**config.mk**
```make
export PLATFORM = sky130hd
export DESIGN_NAME = repeating_interval_timer_core_flat
export DESIGN_NICKNAME = d
export VERILOG_FILES = /design/src/hw/rtl/rit_pkg.sv /design/src/hw/rtl/rit_if.sv /design/src/hw/rtl/rit_engine.sv /design/src/hw/rtl/repeating_interval_timer_core.sv /design/src/flat_wrapper.sv
export SDC_FILE = /design/constraint.sdc
export NUM_CORES = 1
export LEC_CHECK = 0
export ABC_AREA = 1
export BUFFER_PORTS_ARGS = -buffer_cell sky130_fd_sc_hd__buf_2
export CAP_MARGIN = 20
export CORE_UTILIZATION = 55
export DETAILED_ROUTE_END_ITERATION = 12
export PLACE_DENSITY = 0.81
export SYNTH_ARGS = -nofsm -noshare
export SYNTH_HDL_FRONTEND = slang
export SYNTH_HIERARCHICAL = 1
export SYNTH_SLANG_ARGS = --single-unit
```
**constraint.sdc**
```tcl
create_clock -name clk -period 9.8 [get_ports clk]
set_input_delay 1.47 -clock clk [delete_from_list [all_inputs] [get_ports clk]]
set_output_delay 1.47 -clock clk [all_outputs]
set_load 0.01 [all_outputs]
```
**src/hw/rtl/rit_pkg.sv**
```systemverilog
// Shared types and constants for the repeating interval timer.
package rit_pkg;

  localparam int DefaultTimeWidth = 32;
  localparam int FieldWidth       = 32;
  localparam int CmdWidth         = 3;
  localparam int StatusWidth      = 2;
  localparam int CfgIndexWidth    = 1;

  typedef enum logic [CmdWidth-1:0] {
    CMD_ADVANCE = 3'd0,
    CMD_START   = 3'd1,
    CMD_RESUME  = 3'd2,
    CMD_STOP    = 3'd3,
    CMD_PAUSE   = 3'd4,
    CMD_FIRE    = 3'd5,
    CMD_SETREF  = 3'd6
  } cmd_t;

  typedef enum logic [StatusWidth-1:0] {
    ST_STOPPED = 2'd0,
    ST_RUNNING = 2'd1,
    ST_PAUSED  = 2'd2
  } run_state_t;

  typedef enum logic [CfgIndexWidth-1:0] {
    CFG_PERIOD = 1'b0,
    CFG_LIMIT  = 1'b1
  } cfg_index_t;

  typedef struct packed {
    logic                  fired;
    logic [StatusWidth-1:0] run_status;
    logic [FieldWidth-1:0] fire_count;
    logic [FieldWidth-1:0] elapsed_ms;
    logic [FieldWidth-1:0] remaining_ms;
  } result_t;

endpackage

```
**src/hw/rtl/rit_if.sv**
```systemverilog
// Valid/ready channel interfaces for timer commands and timer results.
interface rit_cmd_if;
  logic        valid;
  logic        ready;
  logic [2:0]  command;
  logic [31:0] reference_value;

  modport source (output valid, output command, output reference_value, input ready);
  modport sink   (input valid, input command, input reference_value, output ready);
endinterface

interface rit_res_if;
  logic        valid;
  logic        ready;
  logic        fired;
  logic [1:0]  run_status;
  logic [31:0] fire_count;
  logic [31:0] elapsed_ms;
  logic [31:0] remaining_ms;

  modport source (output valid, output fired, output run_status, output fire_count,
                  output elapsed_ms, output remaining_ms, input ready);
  modport sink   (input valid, input fired, input run_status, input fire_count,
                  input elapsed_ms, input remaining_ms, output ready);
endinterface

```
**src/hw/rtl/rit_engine.sv**
```systemverilog
// Timer state registers and the per-command update and result logic.
module rit_engine #(
  parameter int TIME_WIDTH = rit_pkg::DefaultTimeWidth
) (
  input  logic                           clk,
  input  logic                           rst,
  input  logic                           step,
  input  logic [rit_pkg::CmdWidth-1:0]   command,
  input  logic [rit_pkg::FieldWidth-1:0] reference_value,
  input  logic [rit_pkg::FieldWidth-1:0] period,
  input  logic [rit_pkg::FieldWidth-1:0] repeat_limit,
  output rit_pkg::result_t               result
);
  import rit_pkg::*;

  localparam int CmpWidth = (TIME_WIDTH > FieldWidth) ? TIME_WIDTH : FieldWidth;

  logic [TIME_WIDTH-1:0] clock_ms, clock_ms_next;
  logic [TIME_WIDTH-1:0] reference_time, reference_time_next;
  logic [TIME_WIDTH-1:0] pause_offset, pause_offset_next;
  logic [FieldWidth-1:0] count_reg, count_reg_next;
  logic                  enable_flag, enable_flag_next;
  run_state_t            status_reg, status_reg_next;

  logic [TIME_WIDTH-1:0] clock_inc;
  logic [TIME_WIDTH-1:0] elapsed_adv;
  logic [TIME_WIDTH-1:0] elapsed_cur;
  logic [TIME_WIDTH-1:0] elapsed_out;
  logic [TIME_WIDTH-1:0] remaining_out;
  logic                  tick_fire;
  logic                  fire;
  logic                  last_fire;

  always_comb begin
    clock_inc   = clock_ms + TIME_WIDTH'(1);
    elapsed_adv = clock_inc - reference_time;
    elapsed_cur = clock_ms - reference_time;
    tick_fire   = enable_flag && (CmpWidth'(elapsed_adv) >= CmpWidth'(period));
    last_fire   = (repeat_limit != '0) && ((repeat_limit - count_reg) == FieldWidth'(1));

    clock_ms_next       = clock_ms;
    reference_time_next = reference_time;
    pause_offset_next   = pause_offset;
    count_reg_next      = count_reg;
    enable_flag_next    = enable_flag;
    status_reg_next     = status_reg;
    fire                = 1'b0;

    unique case (cmd_t'(command))
      CMD_ADVANCE: begin
        clock_ms_next = clock_inc;
        fire          = tick_fire;
      end
      CMD_START: begin
        reference_time_next = clock_ms;
        enable_flag_next    = 1'b1;
        count_reg_next      = '0;
        status_reg_next     = ST_RUNNING;
      end
      CMD_RESUME: begin
        reference_time_next = clock_ms - pause_offset;
        if (status_reg == ST_STOPPED) begin
          count_reg_next = '0;
        end
        enable_flag_next = 1'b1;
        status_reg_next  = ST_RUNNING;
      end
      CMD_STOP: begin
        enable_flag_next = 1'b0;
        count_reg_next   = '0;
        status_reg_next  = ST_STOPPED;
      end
      CMD_PAUSE: begin
        pause_offset_next = elapsed_cur;
        enable_flag_next  = 1'b0;
        status_reg_next   = ST_PAUSED;
      end
      CMD_FIRE: begin
        fire = 1'b1;
      end
      CMD_SETREF: begin
        reference_time_next = TIME_WIDTH'(reference_value);
      end
      default: begin
      end
    endcase

    if (fire) begin
      reference_time_next = clock_ms_next;
      count_reg_next      = count_reg + FieldWidth'(1);
      if (last_fire) begin
        enable_flag_next = 1'b0;
      end
    end

    elapsed_out   = clock_ms_next - reference_time_next;
    remaining_out = (period == '0) ? '0 : (TIME_WIDTH'(period) - elapsed_out);

    result.fired        = fire;
    result.run_status   = status_reg_next;
    result.fire_count   = count_reg_next;
    result.elapsed_ms   = FieldWidth'(elapsed_out);
    result.remaining_ms = FieldWidth'(remaining_out);
  end

  always_ff @(posedge clk) begin
    if (rst) begin
      clock_ms       <= '0;
      reference_time <= '0;
      pause_offset   <= '0;
      count_reg      <= '0;
      enable_flag    <= 1'b0;
      status_reg     <= ST_STOPPED;
    end else if (step) begin
      clock_ms       <= clock_ms_next;
      reference_time <= reference_time_next;
      pause_offset   <= pause_offset_next;
      count_reg      <= count_reg_next;
      enable_flag    <= enable_flag_next;
      status_reg     <= status_reg_next;
    end
  end

endmodule

```
**src/hw/rtl/repeating_interval_timer_core.sv**
```systemverilog
// Repeating interval timer core: configuration, command channel and result register.
// Latency: a result is valid in the cycle after its command transfer.
// Throughput: one command per cycle; a new command is taken while the held
// result is being taken, so only a stalled result register holds off input.
// Reset: synchronous; clears the clock, reference, offset, count, enable,
// status and both configuration registers, and empties the result register.
module repeating_interval_timer_core #(
  parameter int TIME_WIDTH = rit_pkg::DefaultTimeWidth
) (
  input  logic                              clk,
  input  logic                              rst,
  input  logic                              cfg_we,
  input  logic [rit_pkg::CfgIndexWidth-1:0] cfg_index,
  input  logic [rit_pkg::FieldWidth-1:0]    cfg_data,
  rit_cmd_if.sink                           req,
  rit_res_if.source                         rsp
);
  import rit_pkg::*;

  logic [FieldWidth-1:0] period;
  logic [FieldWidth-1:0] repeat_limit;
  logic                  step;
  logic                  rsp_valid;
  result_t               result;
  result_t               result_held;

  always_ff @(posedge clk) begin
    if (rst) begin
      period       <= '0;
      repeat_limit <= '0;
    end else if (cfg_we) begin
      unique case (cfg_index_t'(cfg_index))
        CFG_PERIOD: period       <= cfg_data;
        CFG_LIMIT:  repeat_limit <= cfg_data;
        default: begin
        end
      endcase
    end
  end

  assign req.ready = !rsp_valid || rsp.ready;
  assign step      = req.valid && req.ready;

  rit_engine #(
    .TIME_WIDTH(TIME_WIDTH)
  ) u_engine (
    .clk            (clk),
    .rst            (rst),
    .step           (step),
    .command        (req.command),
    .reference_value(req.reference_value),
    .period         (period),
    .repeat_limit   (repeat_limit),
    .result         (result)
  );

  always_ff @(posedge clk) begin
    if (rst) begin
      rsp_valid <= 1'b0;
    end else if (req.ready) begin
      rsp_valid <= req.valid;
    end
  end

  always_ff @(posedge clk) begin
    if (step) begin
      result_held <= result;
    end
  end

  assign rsp.valid        = rsp_valid;
  assign rsp.fired        = result_held.fired;
  assign rsp.run_status   = result_held.run_status;
  assign rsp.fire_count   = result_held.fire_count;
  assign rsp.elapsed_ms   = result_held.elapsed_ms;
  assign rsp.remaining_ms = result_held.remaining_ms;

endmodule
```
**src/flat_wrapper.sv**
```systemverilog
// flat-port wrapper written by rule: the top's interface ports become plain ports
module repeating_interval_timer_core_flat import rit_pkg::*;
#(
  parameter int TIME_WIDTH = rit_pkg::DefaultTimeWidth
)
  (clk, rst, cfg_we, cfg_index, cfg_data, req_valid, req_command, req_reference_value, req_ready, rsp_valid, rsp_fired, rsp_run_status, rsp_fire_count, rsp_elapsed_ms, rsp_remaining_ms, rsp_ready);
  rit_cmd_if req_i ();
  rit_res_if rsp_i ();
  input  logic clk;
  input  logic rst;
  input  logic cfg_we;
  input  logic [rit_pkg::CfgIndexWidth-1:0] cfg_index;
  input  logic [rit_pkg::FieldWidth-1:0] cfg_data;
  input wire logic [$bits(req_i.valid)-1:0] req_valid;
  input wire logic [$bits(req_i.command)-1:0] req_command;
  input wire logic [$bits(req_i.reference_value)-1:0] req_reference_value;
  output wire logic [$bits(req_i.ready)-1:0] req_ready;
  output wire logic [$bits(rsp_i.valid)-1:0] rsp_valid;
  output wire logic [$bits(rsp_i.fired)-1:0] rsp_fired;
  output wire logic [$bits(rsp_i.run_status)-1:0] rsp_run_status;
  output wire logic [$bits(rsp_i.fire_count)-1:0] rsp_fire_count;
  output wire logic [$bits(rsp_i.elapsed_ms)-1:0] rsp_elapsed_ms;
  output wire logic [$bits(rsp_i.remaining_ms)-1:0] rsp_remaining_ms;
  input wire logic [$bits(rsp_i.ready)-1:0] rsp_ready;
  assign req_i.valid = req_valid;
  assign req_i.command = req_command;
  assign req_i.reference_value = req_reference_value;
  assign req_ready = req_i.ready;
  assign rsp_valid = rsp_i.valid;
  assign rsp_fired = rsp_i.fired;
  assign rsp_run_status = rsp_i.run_status;
  assign rsp_fire_count = rsp_i.fire_count;
  assign rsp_elapsed_ms = rsp_i.elapsed_ms;
  assign rsp_remaining_ms = rsp_i.remaining_ms;
  assign rsp_i.ready = rsp_ready;
  repeating_interval_timer_core #(.TIME_WIDTH(TIME_WIDTH)) u_core (.clk(clk), .rst(rst), .cfg_we(cfg_we), .cfg_index(cfg_index), .cfg_data(cfg_data), .req(req_i), .rsp(rsp_i));
endmodule
```
-- After elaboration in Yosys (flattened, before gate mapping)
Index checks and enable logic that the tools add are counted.
- add/subtract/negate cells: 8
- magnitude comparators: 1
- equality and inequality tests: 7
- mux-type cells: 11
- bitwise logic cells: 1
- reductions and logical operators: 15
- operators by type and width (kind ; count):
    $sub A32 B32 Y32 ; 6
    $mux W32 ; 4
    $pmux W32 S3 ; 1
    $add A32 B1 Y32 const B ; 2
    $pmux W32 S2 ; 1
    $eq A32 B1 Y1 const B ; 1
    $ge A32 B32 Y1 ; 1
    $logic_not A32 Y1 ; 1
    $reduce_bool A32 Y1 ; 1
    $eq A3 B3 Y1 const B ; 3
    $eq A3 B2 Y1 const B ; 2
    $pmux W2 S3 ; 1
    $reduce_and A2 Y1 ; 3
    $reduce_or A2 Y1 ; 3
    $pmux W1 S2 ; 2
    $eq A3 B1 Y1 const B ; 1
    $logic_and A1 B1 Y1 ; 3
    $logic_not A3 Y1 ; 1
    $logic_not A2 Y1 ; 1
    $mux W1 ; 2
    $logic_not A1 Y1 ; 1
    $logic_or A1 B1 Y1 ; 1
    $not A1 Y1 ; 1
- flip-flop bits (word level): 295
- bits of input ports: 73

-- Depth between registers and ports, before layout
Gate-level depths: netlist of run 1.
- depth in word-level cells: 8
- gate-level depth with buffers: 65
- mapped depth without buffers: 63

-- By module
Netlist of run 1, hierarchy kept.
- by module, submodules not included (module ; instances ; cells each ; area each (µm²) ; sequential area each (µm²)):
    rit_engine ; 1 ; 3847 ; 21221.6 ; 2622.5
    repeating_interval_timer_core ; 1 ; 457 ; 5546.6 ; 4274.1

-- Least setup slack after synthesis of run 1
OpenSTA, ideal clock, no wires.
- path kind: input -> register
- from: input req_valid
- to: register u_core.u_engine.pause_offset[3]
- setup time: 57 ps
- data arrival time: 7852 ps
- required time: 9743 ps
- slack: 1890 ps
- stages on the path: 11
- path buffers: 3
- cell sequence: inv_1 a21oi_1 clkbuf_1 inv_1 nor2_1 inv_1 clkbuf_1 clkbuf_1 a21oi_1 o21ai_0 inv_1
- longest elaborated chain between the ends: 2
- RTL lines (element ; RTL line ; text):
    start: declaration ; flat_wrapper.sv:14 ; input wire logic [$bits(req_i.valid)-1:0] req_valid;
    $logic_and A1 B1 Y1 ; repeating_interval_timer_core.sv:42 ; assign step = req.valid && req.ready;
    net u_core.step ; repeating_interval_timer_core.sv:22 ; logic step;
    $reduce_and A2 Y1 (no source line) ; - ;
    end signal: assignment ; rit_engine.sv:117 ; pause_offset <= pause_offset_next;
    end: declaration ; rit_engine.sv:20 ; logic [TIME_WIDTH-1:0] pause_offset, pause_offset_next;
The timed path passes the listed nets, and every way through them passes these cells.
A chain may end at the register's enable or synchronous reset.

==> results of run 1 <==
==> metrics by stage <==
stage          area, sq um  hold slack, ns  cells  setup WS (ns)  setup TNS [ns]
2_1_floorplan        26800           0.445   4304           1.89               0
3_3_place_gp         28100           0.454   5003          0.900               0
3_5_place_dp         28100           0.457   5003          0.653               0
4_1_cts              29200           0.466   5068          0.628               0
5_1_grt              29300           0.502   5073        -0.0664         -0.0860
6_report             29300           0.464   5073          0.785               0
==> Yosys cell counts, drive strengths merged, types with 3 or more instances <==
master / number / area share [%]
nand2: 1157 / 16
inv: 805 / 11
nor2: 378 / 5.5
a21oi: 363 / 6.8
o21ai: 265 / 5.0
nand3: 257 / 4.8
ha: 204 / 9.5
dfxtp: 196 / 15
edfxtp: 99 / 11
xor2: 80 / 2.6
nand4: 68 / 1.6
nor3: 68 / 1.4
clkbuf: 67 / 0.94
buf: 39 / 0.77
nor4: 27 / 0.63
o211ai: 27 / 0.76
xnor2: 27 / 0.88
a22oi: 22 / 0.62
o21bai: 17 / 0.48
nand3b: 15 / 0.42
a21o: 14 / 0.39
a31oi: 13 / 0.30
o21a: 12 / 0.34
or2: 12 / 0.28
a221oi: 11 / 0.36
o2111ai: 11 / 0.36
a21boi: 10 / 0.29
o221ai: 7 / 0.23
fa: 6 / 0.45
o31ai: 5 / 0.14
and2: 4 / 0.093
o22ai: 4 / 0.093
and3: 3 / 0.070
==> worst max-delay path by stage <==
stage	from	end	slack, ns	depth (start not counted)
6_report	u_core/u_engine/clock_ms[4]$_SDFFE_PP0P_	u_core/rsp.remaining_ms[31]$_DFFE_PP_	0.78	49
5_1_grt	u_core/u_engine/clock_ms[0]$_SDFFE_PP0P_	u_core/rsp.remaining_ms[24]$_DFFE_PP_	-0.07	57
4_1_cts	u_core/u_engine/clock_ms[1]$_SDFFE_PP0P_	u_core/rsp.remaining_ms[24]$_DFFE_PP_	0.63	55
3_5_place_dp	u_core/u_engine/clock_ms[1]$_SDFFE_PP0P_	u_core/rsp.remaining_ms[24]$_DFFE_PP_	0.65	55
3_3_place_gp	u_core/u_engine/clock_ms[1]$_SDFFE_PP0P_	u_core/rsp.remaining_ms[31]$_DFFE_PP_	0.90	51
2_1_floorplan	req_valid	u_core/u_engine/pause_offset[3]$_SDFFE_PP0P_	1.89	11
==> per-layer routing <==
metal	track usage [%]	share of wire (%)	wire [um]
met1	44.7	41	37600
met2	59.7	46	42400
met3	4.36	6.8	6260
met4	21.7	6.4	5860
met5	0	0	0
==> worst min-delay path, delay by kind of cell, from the launching register on <==
family,cells,cell delay [ns]
AOI/OAI and AO/OA,1,0.05
DFF,1,0.31
and+or+nand+nor,1,0.06
==> kinds of logic (layout without fill, tap and decap cells) <==
logic type | Yosys count | after routing | synth area share, %
adders and majority gates | 210 | 210 | 9.98
AOI/OAI and AO/OA | 786 | 786 | 16.3
and+or+nand+nor | 1991 | 1991 | 31.4
DFF | 295 | 295 | 25.8
buffers and inverters | 913 | 1067 | 13.0
muxes | 2 | 2 | 0.0748
xor gates and xnor gates | 107 | 107 | 3.50
==> power breakdown <==
part	switching, mW	internal [mW]
registers	0.103	1.46
clock network	0.567	0.737
logic	1.71	0.844
==> placed cells by master (no fill, tap or decap), drive strengths merged, types with 68 or more instances in the layout <==
| master | netlist | routed |
|---|---|---|
| ha | 204 | 204 |
| nand3 | 257 | 257 |
| xor2 | 80 | 80 |
| a21oi | 363 | 363 |
| buf | 39 | 195 |
| inv | 805 | 806 |
| nor3 | 68 | 68 |
| nand2 | 1157 | 1157 |
| edfxtp | 99 | 99 |
| nor2 | 378 | 378 |
| dfxtp | 196 | 196 |
| nand4 | 68 | 68 |
| o21ai | 265 | 265 |
==> what timing repair did <==
item                       4_1_cts  5_1_grt
hold buffers                     0        0
setup endpoints to repair        0       16
buffers inserted                 0        3
resized for setup                0        7
==> cell type report <==
| class | count | area [sq um] | area share, % |
|---|---|---|---|
| clock buffers | 50 | 993 | 3.39 |
| clock inverters | 15 | 115 | 0.392 |
| inverters | 807 | 3030 | 10.3 |
| multi-input cells | 3096 | 16500 | 56.1 |
| flip-flops and latches | 295 | 6900 | 23.5 |
| well taps | 615 | 769 | 2.62 |
| repair buffers | 195 | 1090 | 3.70 |
==> flow_summary.yaml, run 1 <==
synth:
  post_synth.cell_area_avg_sq_um: 6.22
  yosys_warnings: 6
  synth_fp_nets: 4587
  yosys_most_used_dff: "dfxtp_1"
  synth_seq_cells: 295
  ys_types: 54
  synth-edff-count: 99
  ys_seq_area_share_pct: 25.8
  synthArstFlopShare_pct: 0
  synth_cells: 4304
  syn-cell-area_sq_um: 26800
drt:
  first_pass_iters: 6
  first_iter_violations: 2581
  wl_per_cell_um: 18.2
  vias: 28600
  antenna_left: 0
  drc_errors: 0
  avgViaCountPerCell: 5.63
  finalWirelength_mm: 92.1
grt:
  grt_max_degree: 89
  grt_pass1_wl_mm: 140
  gr-total-overflow: 0
  grt_pass1_vias: 25900
  grt.total_usage_pct: 36.0
  grt_antenna_before_repair: 0
power:
  leakagePower_nw: 15.5
  p_total_mw: 5.42
  power_per_cell_area_nw_per_um2: 185
  vdd_drop_max_mv: 0.125
placement:
  place_hpwl_mm: 72.7
  numPortBuffers: 173
  routabilityCongestion: 1.03
floorplan:
  die_w_um: 223
  initial_core_util_pct: 55.9
  die_h_um: 223
  num_rows: 80
  design.die.area_sq_um: 49600
  io_pins: 174
  coreArea_sq_um: 47800
critical_path:
  rr_worst_depth: 49
  regToRegEndpoint: "u_core/rsp.remaining_ms[31]$_DFFE_PP_"
  crit_family: "simple AND/OR/NAND/NOR gates"
  criticalPathCategory: "flop to flop"
  crit_buf_inv: 5
  max_stage_delay_ns: 0.48
  worst-path-max-fanout: 10
  crit_arrival_ns: 9.33
  slowest_stage: "fa_1"
  r2r_slack_ns: 0.78
  required_ns: 10.11
  endpoint_kind: "flop"
  start_kind: "flop"
  reg2reg_from: "u_core/u_engine/clock_ms[4]$_SDFFE_PP0P_"
layout:
  fill_cells: 4730
  final_nets: 4714
  drive_above_1_share_pct: 7.29
  fin_util_pct: 61.3
  antenna_cells: 0
  area_growth_pct: 9.63
timing:
  fmax_ghz: 0.111
  maxSlewViolCount: 0
  fin_worst_skew_ns: 0.0168
  period_needed_ns: 9.02
  setup_viol: 0
  layout_worst_path_cycle_share_pct: 92.0
  tightest_slew_ns: 1.13
  final_hold_viol_count: 0
  max-slew-margin-rel_pct: 24.4
cts:
  root_buffer: "clkbuf_16"
  worst_skew_pair.late_latency_ns: 0.57
  cts_buffers: 36
  cts_buffer_depth: 3
  clock_sinks: 295
  cts.reportedPaths.clkPinSlew_ns: 0.06
  cts_tree: "built"
  cts_max_level: 2
worst_hold_path:
  hold_end: "u_core/u_engine/enable_flag$_SDFFE_PP0P_"
  worst_hold_path_type: "flop to flop"
  min_path_cells: 2
  hp-start: "u_core/u_engine/enable_flag$_SDFFE_PP0P_"
run:
  maxCapViolCount: 0
run_status:
  status: "completed"
(Power assumes the default switching activity.)
==> run 2, diff against run 1 <==
--- a/config.mk
+++ b/config.mk
@@ -9,6 +9,7 @@
 export BUFFER_PORTS_ARGS = -buffer_cell sky130_fd_sc_hd__buf_2
 export CAP_MARGIN = 20
 export CORE_UTILIZATION = 55
+export CTS_BUF_LIST = sky130_fd_sc_hd__clkbuf_8
 export DETAILED_ROUTE_END_ITERATION = 12
 export PLACE_DENSITY = 0.81
 export SYNTH_ARGS = -nofsm -noshare
==> run 2 against run 1 <==
Via count grew 0.33%. Hold slack gained 0.0018 ns. Clock-buffer cell count grew 17. Combinational power hardly changed. Largest power group unchanged. Register-to-register slack worse by 0.02 ns. Largest cell class unchanged. Setup slack got worse by 0.016 ns. Die area did not move. Clock skew up 0.023 ns.
==> flow_summary.yaml, run 2 (synthesized netlist as in run 1, its figures left out) <==
critical_path:
  slowest_stage: "fa_1"
  endpoint_kind: "flop"
  worst-path-max-fanout: 10
  crit_arrival_ns: 9.45
  required_ns: 10.22
  start_kind: "flop"
  cp-startpoint: "u_core/u_engine/clock_ms[0]$_SDFFE_PP0P_"
  crit_top_cell: "nand2_1"
  max_stage_delay_ns: 0.48
  criticalPathCategory: "flop to flop"
  reg2reg_from: "u_core/u_engine/clock_ms[0]$_SDFFE_PP0P_"
placement:
  place_hpwl_mm: 72.7
  dpl_cell_area_sq_um: 28100
  dpl.cell_count: 5003
  numPortBuffers: 173
  routabilityCongestion: 1.03
  pre_cts_ws_ns: 0.653
timing:
  max-slew-margin-rel_pct: 27.0
  fmax_ghz: 0.111
  fin_worst_skew_ns: 0.0398
  tightest_slew_ns: 1.09
  layout_worst_path_cycle_share_pct: 92.1
  tns_ns: 0
  fin_ws_ns: 0.769
  maxSlewViolCount: 0
  final_hold_viol_count: 0
  period_needed_ns: 9.03
  setup_viol: 0
grt:
  gr-total-overflow: 0
  top_usage_layer: "met2"
  grt.total_usage_pct: 36.1
  grt_antenna_before_repair: 0
  use_met3_pct: 4.62
  grt_pass1_wl_mm: 140
  grt_use_met2_pct: 60.1
  grt_pass1_vias: 26000
  grt_max_degree: 89
  use_met1_pct: 44.4
cts:
  cts_buffer_depth: 3
  clock_sinks: 295
  root_buffer: "clkbuf_8"
  cts_tree: "built"
  worst_skew_pair.late_latency_ns: 0.69
  cts_buffers: 55
  cts.reportedPaths.clkPinSlew_ns: 0.06
  cts_max_level: 2
layout:
  final_nets: 4732
  final_cell_area_sq_um: 29500
  antenna_cells: 0
  area.sequential_sq_um: 6900
  drive_above_1_share_pct: 8.06
  layout_commonest_cell: "nand2_1"
  area_growth_pct: 10.3
  final_cells: 5109
  fill_cells: 4721
  multi_input_area_sq_um: 16400
  final_cell_mix: "nand2_1, inv_1, a21oi_1"
drt:
  vias: 28600
  drc_errors: 0
  antenna_left: 0
  finalWirelength_mm: 92.2
  first_iter_violations: 2540
  avgViaCountPerCell: 5.61
  wl_per_cell_um: 18.0
  first_pass_iters: 7
floorplan:
  design.die.area_sq_um: 49600
  die_h_um: 223
  coreArea_sq_um: 47800
  io_pins: 174
  initial_core_util_pct: 55.9
  num_rows: 80
  die_w_um: 223
power:
  leakagePower_nw: 15.7
  power_per_cell_area_nw_per_um2: 188
  p_total_mw: 5.55
  vdd_drop_max_mv: 0.138
worst_hold_path:
  hp-start: "u_core/u_engine/enable_flag$_SDFFE_PP0P_"
  worst_hold_path_type: "flop to flop"
run:
  maxCapViolCount: 0
run_status:
  status: "completed"
==> run 2: layout make-up <==
cell class / instances / share of cell area [%]
multi-input cells: 3096 / 55.7
well taps: 615 / 2.61
inverters: 807 / 10.3
clock inverters: 35 / 1.31
repair buffers: 194 / 3.65
flip-flops and latches: 295 / 23.4
clock buffers: 67 / 3.12
==> run 2: per-layer routing <==
layer	up-vias	wire length, um
met2	1243	42200
met3	274	6580
met4	0	5930
met1	12900	37400
li1	14200	-
met5	-	0
==> run 2: path summary, 6_finish.rpt <==
path,to,slack [ns],cells after the start
worst max-delay path,u_core/rsp.remaining_ms[24]$_DFFE_PP_,0.77,55
worst min-delay path,u_core/u_engine/enable_flag$_SDFFE_PP0P_,0.47,2
worst max register to register,u_core/rsp.remaining_ms[24]$_DFFE_PP_,0.77,55
worst min register to register,u_core/u_engine/enable_flag$_SDFFE_PP0P_,0.47,2
==> run 2: timing repair <==
item | in CTS | in global routing
gates resized for setup | 0 | 6
buffers inserted | 0 | 2
hold buffers | 0 | 0
endpoints found under the setup margin | 0 | 16
==> run 2: where the power goes <==
| group | switching (mW) | internal, mW | total, mW | leakage (nW) |
|---|---|---|---|---|
| combinational | 1.71 | 0.844 | 2.55 | 12.4 |
| clock | 0.597 | 0.837 | 1.43 | 0.716 |
| sequential | 0.103 | 1.46 | 1.56 | 2.58 |
==> run 2: critical path: cells and delay by family (launching register included) <==
| family | cells | cell delay (ns) |
|---|---|---|
| simple gates | 31 | 3.31 |
| fa+ha+maj | 6 | 1.95 |
| flops | 1 | 0.38 |
| buf+inv | 5 | 0.54 |
| xor+xnor | 3 | 0.59 |
| compound gates | 10 | 2.00 |
==> run 2: stage by stage <==
stage / util [%] / hold slack (ns)
2_1_floorplan: - / 0.445
3_3_place_gp: 58.8 / 0.454
3_5_place_dp: 58.8 / 0.457
4_1_cts: 61.5 / 0.467
5_1_grt: 61.7 / 0.503
6_report: 61.7 / 0.466
